==> src/rtl/core/plint_pkg.sv <==
// Shared types and constants for the piecewise linear interpolator.
package plint_pkg;

    // Input item kinds carried on s_tuser
    localparam logic CMD_LOAD  = 1'b0;
    localparam logic CMD_QUERY = 1'b1;

    // Field widths fixed by the item format
    localparam int unsigned COORD_W = 32;
    localparam int unsigned INDEX_W = 6;
    localparam int unsigned CFG_W   = 7;
    localparam int unsigned IN_TDATA_W  = 72;
    localparam int unsigned OUT_TDATA_W = 32;

    // Restoring division: one quotient bit per step over a 64-bit dividend
    localparam int unsigned DIV_STEPS = 64;
    localparam int unsigned DIV_CNT_W = 6;

    // Control state of the query sequencer
    typedef enum logic [2:0] {
        ST_IDLE,
        ST_SCAN,
        ST_EVAL,
        ST_MUL,
        ST_DIV,
        ST_FIN
    } state_t;

    // Per-cell control: rotate the ring, or write this cell's breakpoint
    typedef struct packed {
        logic shift;
        logic load;
    } cell_ctrl_t;

endpackage

==> src/rtl/core/plint_cell.sv <==
// One breakpoint cell of the rotating table ring.
module plint_cell (
    input  logic                                aclk,
    input  plint_pkg::cell_ctrl_t               ctrl,
    input  logic signed [plint_pkg::COORD_W-1:0] load_x,
    input  logic signed [plint_pkg::COORD_W-1:0] load_y,
    input  logic signed [plint_pkg::COORD_W-1:0] next_x,
    input  logic signed [plint_pkg::COORD_W-1:0] next_y,
    output logic signed [plint_pkg::COORD_W-1:0] x_out,
    output logic signed [plint_pkg::COORD_W-1:0] y_out
);

    logic signed [plint_pkg::COORD_W-1:0] x_reg;
    logic signed [plint_pkg::COORD_W-1:0] y_reg;

    // Take the neighbor's point on rotate, else the loaded point
    always_ff @(posedge aclk) begin
        if (ctrl.shift) begin
            x_reg <= next_x;
            y_reg <= next_y;
        end else if (ctrl.load) begin
            x_reg <= load_x;
            y_reg <= load_y;
        end
    end

    assign x_out = x_reg;
    assign y_out = y_reg;

endmodule

==> config.mk <==
export PLATFORM = sky130hd
export DESIGN_NAME = plint_cell
export DESIGN_NICKNAME = d
export VERILOG_FILES = /design/src/rtl/core/plint_pkg.sv /design/src/rtl/core/plint_cell.sv
export SDC_FILE = /design/constraint.sdc
export NUM_CORES = 1
export LEC_CHECK = 0
export BUFFER_PORTS_ARGS = -buffer_cell sky130_fd_sc_hd__buf_2
export CAP_MARGIN = 25
export CORE_MARGIN = 10
export CORE_UTILIZATION = 42
export DETAILED_ROUTE_END_ITERATION = 6
export PLACE_DENSITY = 0.81
export RECOVER_POWER = 50
export SLEW_MARGIN = 20
export SYNTH_ARGS = -nofsm -noshare
export SYNTH_HDL_FRONTEND = slang
export SYNTH_SLANG_ARGS = --single-unit
==> constraint.sdc <==
create_clock -name aclk -period 3.35 [get_ports aclk]
set_input_delay 0.335 -clock aclk [delete_from_list [all_inputs] [get_ports aclk]]
set_output_delay 0.335 -clock aclk [all_outputs]
set_load 0.03 [all_outputs]
==> impl_metrics.tcl, run 1 <==
set metrics [dict create \
    ios 195 \
    critPathMaxStageDelay_ns 0.67 \
    clk_pin_slew_ns 0.07 \
    cp_max_fo 34 \
    drt-initial-drc-count 28 \
    post-route-util_pct 59.8 \
    critPathKind "in2reg" \
    wl_per_cell_um 19.7 \
    drc 0 \
    synth_area_per_cell_um2 21.4 \
    arrival_ns 1.65 \
    yosysWarnings 0 \
    numCtsBuffers 9 \
    antenna_found_initial 0 \
    max_freq_ghz 0.614 \
    worstPathCellList "buf_4 > or2_2 > buf_12" \
    cp.buffers_inverters 2 \
    min_path_cells 2 \
    die_y_um 103 \
    dpl-instance-area_um2 3930 \
    ant_nets 0 \
    finalSetupViolCount 0 \
    worstMarginPinSlew_ns 0.730 \
    post_cts_buffers 0 \
    hp-class "in2reg" \
    hpwlAfterDp_um 6710 \
    synth_compound_area_share_pct 0 \
    yosys-mux-area-fraction_pct 31.1 \
    ys_types 6 \
    synth_top_area_share_pct 66.1 \
    endpoint_kind "flip-flop" \
    synthTopCellsByArea "edfxtp_1, mux2_4, mux2_2" \
    final_common_cell "buf_2" \
    rows 30 \
    num-fill-cells 571 \
    root_buffer "clkbuf_8" \
    core_um2 6760 \
    p_per_area_nw_per_um2 558 \
    syn_to_final_growth_pct 39.0 \
    hold_end "y_out[28]" \
    syn-instance-count 136 \
    setup_ws_ns 1.72 \
    grt_max_degree 38 \
    final_nets 467 \
    synth_xor_area_share_pct 0 \
    cts_max_level 3 \
    status "finished clean" \
    fp.dieArea_um2 10600 \
    synth_area_leader_cell "edfxtp_1" \
    synth_top_family_by_area "multiplexers" \
    synthesis.nets 267 \
    synth_area_um2 2910 \
    synth-seq-cells 64 \
    setup_tns_ns 0 \
    leakage_uw 0.00177 \
    gp_congestion 0.762 \
    clockBufferDepth 2 \
    synth.yosys.seq_area_share_pct 66.1 \
    portBuffers 194 \
    grt_pass1_wl_um 11700 \
    cts_tree "built" \
    post_cts_resized 0 \
    wl_um 8290 \
    final-max-slew-violation-count 0 \
    critPathRequiredTime_ns 3.37 \
    final_cell_mix "buf_2, clkbuf_1, edfxtp_1, mux2_4, mux2_1" \
    cpMaxStageDelayCell "or2_2" \
    cp-start-kind "input port" \
    synthAdderAreaFrac_pct 0 \
    hold_buffers 0 \
    max-cap-violations 0 \
    period_share_pct 48.6 \
    vias 1942 \
    start_util_pct 43.0 \
    final-hold-violation-count 0 \
    grt_pass1_vias 2267 \
    die-width_um 103 \
    n_antenna_cell 0 \
    hold_start "load_y[28]" \
    design_area_um2 4040 \
    grt_util_all_layers_pct 14.5 \
    preCtsSetupSlack_ns 1.27 \
    slew_headroom_pct 51.3 \
    synthSimpleGateAreaFrac_pct 0.215 \
    drive_above_1_share_pct 57.5 \
    peakVddDrop_mv 0.249 \
    grt-ovfl-total 0 \
    period_needed_ns 1.63 \
    grt_setup_unrepaired "no" \
    cts_sinks 64 \
    critPathTopFamily "simple AND/OR/NAND/NOR gates" \
    whs_ns 0.293 \
    drt_pass1_iterations 4 \
    via_per_inst 4.61 \
]
-- cell usage after synthesis, drive strengths merged --
cell and instances:
buf 7, edfxtp 64, mux2 64, or2 1
-- cells by family after synthesis --
group,Yosys count
muxes,64
DFF,64
buffers and inverters,7
and+or+nand+nor,1
-- metal layers --
metal,up-vias,track usage (%),part of all wire (%)
met5,-,0,0
met4,0,5.88,1.7
met3,12,6.84,14
met2,137,23.6,46
met1,859,16.0,38
li1,934,-,-
-- worst max-delay path by stage --
stage / to / cells past startpoint / from
after global routing: x_out[5] / 3 / ctrl[1]
after floorplan: x_out[0] / 3 / ctrl[1]
after detailed placement: x_out[21] / 3 / ctrl[1]
after global placement: x_out[24] / 3 / ctrl[1]
final: x_out[5] / 3 / ctrl[1]
after CTS: x_out[5] / 3 / ctrl[1]
-- power breakdown --
group          switching [uW]  internal [uW]  total, uW
clock network             301            495        797
logic                     291            157        448
registers                24.4            983       1010
-- registers in the layout, summed over array words and instances (netlist names) --
name,cells
x_out,32
y_out,32
-- metrics by stage --
stage          power [uW]  cells
2_1_floorplan        1330    136
3_3_place_gp         1500    405
3_5_place_dp         1520    405
4_1_cts              2310    421
5_1_grt              2340    421
6_report             2250    421
-- final cells by class --
type                       instances  area (um^2)  area share, %
multi-input combinational         65          851           21.1
sequential                        64         1920           47.6
clock inverter                     7          120           2.97
tap                               80          100           2.48
clock buffer                       9          124           3.07
timing repair buffer             196          921           22.8
(Power assumes the default switching activity.)
==> run 2, diff against run 1 <==
==> constraint.sdc (replaced) <==
create_clock -name aclk -period 1.7 [get_ports aclk]
set_input_delay 0.17 -clock aclk [delete_from_list [all_inputs] [get_ports aclk]]
set_output_delay 0.17 -clock aclk [all_outputs]
set_load 0.03 [all_outputs]
==> run 2 against run 1 <==
Against the previous run:
- critical path depth did not move
- clock power rose by 47%
- sequential cell count did not move
- sequential share of layout area rose by 1.9 points
- combinational power rose by 89%
- cell count fell by 0.24%
- via count rose by 1.4%
- core utilization fell by 2.3 points
- sequential power rose by 96%
- count of clock-buffer cells in the layout did not move
- worst setup slack got worse by 1.3 ns
==> impl_metrics.tcl, run 2 (synthesis gave the netlist of run 1 again) <==
set metrics [dict create \
    cp-start-kind "input port" \
    status "finished clean" \
    via_per_inst 4.69 \
    final-max-slew-violation-count 0 \
    gp_congestion 0.704 \
    final_cell_mix "buf_2, edfxtp_1, mux2_1, clkbuf_1, mux2_2" \
    crit_start "ctrl[1]" \
    rows 30 \
    cpMaxStageDelayCell "clkbuf_4" \
    n_antenna_cell 0 \
    power.total_uw 4000 \
    core_um2 6760 \
    vias 1969 \
    die_y_um 103 \
    wl_met2_um 4190 \
    portBuffers 194 \
    post_cts_buffers 0 \
    ant_nets 0 \
    max-cap-violations 0 \
    clockBufferDepth 2 \
    grt_max_degree 65 \
    fp.dieArea_um2 10600 \
    clk_pin_slew_ns 0.07 \
    antenna_found_initial 0 \
    die-width_um 103 \
    peakVddDrop_mv 0.523 \
    cts_tree "built" \
    final-hold-violation-count 0 \
    ios 195 \
    critPathKind "in2reg" \
    start_util_pct 43.0 \
    grt-ovfl-total 0 \
    drt_pass1_iterations 4 \
    period_needed_ns 1.27 \
    p_per_area_nw_per_um2 1030 \
    final_common_cell "buf_2" \
    max_freq_ghz 0.785 \
    cp_max_fo 45 \
    numCtsBuffers 9 \
    critPathTopFamily "buffers and inverters" \
    arrival_ns 1.33 \
    grt_pass1_wl_um 11100 \
    drt-met1-wl_um 2940 \
    worstMarginPinSlew_ns 0.867 \
    cts_max_level 3 \
    hp-class "in2reg" \
    cts_sinks 64 \
    slew_headroom_pct 42.2 \
    endpoint_kind "flip-flop" \
    critPathMaxStageDelay_ns 0.59 \
    grt_pass1_vias 2220 \
    final_nets 467 \
    wl_met3_um 891 \
    min_path_cells 2 \
    leakage_uw 0.00170 \
    hold_start "load_y[19]" \
    drc 0 \
    drt-initial-drc-count 47 \
    hpwlAfterDp_um 6570 \
    grt_setup_unrepaired "no" \
    post_cts_resized 0 \
    hold_end "y_out[19]" \
    grt_util_all_layers_pct 13.7 \
    setup_tns_ns 0 \
    wl_per_cell_um 19.4 \
    root_buffer "clkbuf_8" \
    drive_above_1_share_pct 57.4 \
    wl_um 8140 \
    worstPathCellList "clkbuf_1 > clkbuf_4 > mux2_1" \
    cp.buffers_inverters 2 \
    top_layer_used "met4" \
    period_share_pct 74.9 \
    hold_buffers 0 \
    critPathRequiredTime_ns 1.76 \
    finalSetupViolCount 0 \
    syn_to_final_growth_pct 33.7 \
]
-- run 2: cell type report --
| class | count | area, um^2 |
|---|---|---|
| well taps | 80 | 100 |
| clock inverters | 6 | 51.3 |
| repair buffers | 196 | 942 |
| flip-flops and latches | 64 | 1920 |
| clock buffers | 9 | 124 |
| fillers | 611 | 2870 |
| multi-input cells | 65 | 744 |
-- run 2: metrics by stage --
| step | instance area (um^2) | utilization, % | hold WS (ns) | std cells | setup WS (ns) |
|---|---|---|---|---|---|
| after floorplan | 2910 | - | 0.387 | 136 | 0.302 |
| after global routing | 3880 | 57.5 | 0.128 | 420 | 0.364 |
| final | 3880 | 57.5 | 0.135 | 420 | 0.427 |
| after global placement | 3940 | 58.3 | 0.470 | 405 | 0.315 |
| after detailed placement | 3940 | 58.3 | 0.473 | 405 | 0.290 |
| after CTS | 4110 | 60.9 | 0.132 | 420 | 0.608 |
-- run 2: layer usage --
layer  vias up  GRT usage, %
met5         -             0
met4         0          5.45
met3         9          6.25
met2       110          24.4
met1       916          13.7
li1        934             -
-- run 2: power by group --
part | leakage (uW) | switching [uW] | internal [uW]
Sequential | 0.000652 | 43.4 | 1940
Clock | 0.0000914 | 523 | 649
Combinational | 0.000957 | 564 | 284
Total | 0.00170 | 1130 | 2870
-- run 2: worst max path at each step --
stage                 to  slack, ns  depth (start not counted)
3_5_place_dp   y_out[28]       0.29                          2
6_report       y_out[23]       0.43                          3
4_1_cts        y_out[26]       0.61                          1
5_1_grt        x_out[30]       0.36                          3
3_3_place_gp   y_out[25]       0.31                          2
2_1_floorplan   x_out[0]       0.30                          3
==> run 3, diff against run 2 <==
--- a/config.mk
+++ b/config.mk
@@ -8,9 +8,9 @@
 export BUFFER_PORTS_ARGS = -buffer_cell sky130_fd_sc_hd__buf_2
 export CAP_MARGIN = 25
 export CORE_MARGIN = 10
-export CORE_UTILIZATION = 42
+export CORE_UTILIZATION = 38
 export DETAILED_ROUTE_END_ITERATION = 6
-export PLACE_DENSITY = 0.81
+export PLACE_DENSITY = 0.77
 export RECOVER_POWER = 50
 export SLEW_MARGIN = 20
 export SYNTH_ARGS = -nofsm -noshare
==> constraint.sdc (replaced) <==
create_clock -name aclk -period 1.1 [get_ports aclk]
set_input_delay 0.11 -clock aclk [delete_from_list [all_inputs] [get_ports aclk]]
set_output_delay 0.11 -clock aclk [all_outputs]
set_load 0.03 [all_outputs]
==> run 3 against run 2 <==
Against the previous run:
- final area increased by 6.6%
- sequential power grew 55%
- sequential cell count is the same
- cell count up 7.6%
- critical endpoint is now x_out[29]
==> impl_metrics.tcl, run 3 (synthesis gave the netlist of run 1 again) <==
set metrics [dict create \
    drc 0 \
    portBuffers 194 \
    cp-start-kind "flip-flop" \
    drive_above_1_share_pct 73.7 \
    period_share_pct 95.5 \
    drt_pass1_iterations 4 \
    switching_power_uw 1810 \
    grt_pass1_vias 2371 \
    arrival_ns 0.94 \
    critPathRequiredTime_ns 0.99 \
    final-hold-violation-count 0 \
    endpoint_kind "primary output" \
    grt_max_degree 22 \
    grt_setup_unrepaired "no" \
    post_cts_resized 0 \
    finalSetupViolCount 0 \
    hpwlAfterDp_um 7390 \
    cell_internal_pwr_uw 4590 \
    n_antenna_cell 0 \
    clk_pin_slew_ns 0.07 \
    setup_tns_ns 0 \
    final_nets 479 \
    worstMarginPinSlew_ns 0.580 \
    worstPathCellList "buf_2" \
    power.share.switching_pct 28.2 \
    fp.dieArea_um2 11500 \
    cts_tree "built" \
    drt-initial-drc-count 32 \
    status "finished clean" \
    pwr-share-seq_pct 47.9 \
    clockBufferDepth 2 \
    syn_to_final_growth_pct 42.5 \
    grt_pass1_wl_um 12600 \
    hp-class "in2reg" \
    wl_um 8750 \
    wl_per_cell_um 19.4 \
    grt-ovfl-total 0 \
    die_y_um 107 \
    vias 2023 \
    rows 31 \
    ios 195 \
    p_comb_share_pct 22.9 \
    cp.buffers_inverters 1 \
    post_cts_buffers 0 \
    ant_nets 0 \
    gp_congestion 0.755 \
    clkPwrFrac_pct 29.3 \
    numCtsBuffers 9 \
    final_cell_mix "buf_2, edfxtp_1, mux2_4, mux2_1, mux2_2" \
    dpl-instance-area_um2 4090 \
    slew_headroom_pct 61.3 \
    hold_buffers 0 \
    cts_max_level 3 \
    cts_sinks 64 \
    critPathKind "reg2out" \
    core_um2 7330 \
    cp_max_fo 1 \
    p_per_area_nw_per_um2 1540 \
    via_per_inst 4.48 \
    antenna_found_initial 0 \
    start_util_pct 39.6 \
    leakage_uw 0.00195 \
    die-width_um 107 \
    final_common_cell "buf_2" \
    max-cap-violations 0 \
    design_area_um2 4140 \
    final-max-slew-violation-count 0 \
    post-route-util_pct 56.5 \
    peakVddDrop_mv 0.711 \
    critPathMaxStageDelay_ns 0.42 \
    max_freq_ghz 0.952 \
    period_needed_ns 1.05 \
    cpMaxStageDelayCell "edfxtp_1" \
    critPathTopFamily "flip-flops" \
    root_buffer "clkbuf_8" \
    grt_util_all_layers_pct 14.6 \
]
==> run 3: cell types whose count changed in the layout (fill, tap and decap cells not counted), sizes merged <==
cell and change:
clkbuf -25, buf +39, clkinv -1
==> run 3: routing by layer <==
layer / GRT usage, % / vias up / wire [um]
met5: 0 / - / 0
met4: 6.97 / 0 / 187
met3: 6.65 / 13 / 767
met2: 27.0 / 101 / 4880
met1: 13.1 / 951 / 2910
li1: - / 958 / -
==> run 3: power by group through the flow <==
stage | clock (uW) | sequential, uW | combinational (uW)
final | 1870 | 3060 | 1460
after global routing | 2020 | 3090 | 1550
after CTS | 1920 | 3070 | 1560
after detailed placement | 0 | 3110 | 1560
after global placement | 0 | 3110 | 1520
after floorplan | 0 | 3680 | 390
==> run 3: layout make-up <==
type / count / area, um^2
Fill cell: 605 / 3190
Sequential cell: 64 / 1920
Timing Repair Buffer: 208 / 1080
Multi-Input combinational cell: 65 / 840
Clock buffer: 11 / 131
Tap cell: 99 / 124
Clock inverter: 5 / 47.5
==> run 3: stage by stage <==
stage               hold WS, ns  std cells  power, uW  worst slack [ns]
CTS                      0.0591        452       6550            0.0275
floorplan                 0.327        136       4070            -0.176
detailed placement        0.413        436       4670          -0.00852
finish                   0.0719        452       6390            0.0498
global route             0.0601        452       6650            0.0152
global placement          0.410        436       4630           0.00951
==> run 3: final timing paths <==
path / from / endpoint / slack, ns / cells past startpoint
hold / removal: load_x[21] / x_out[21] / 0.07 / 2
setup / recovery: x_out[29] / x_out[29] / 0.05 / 1
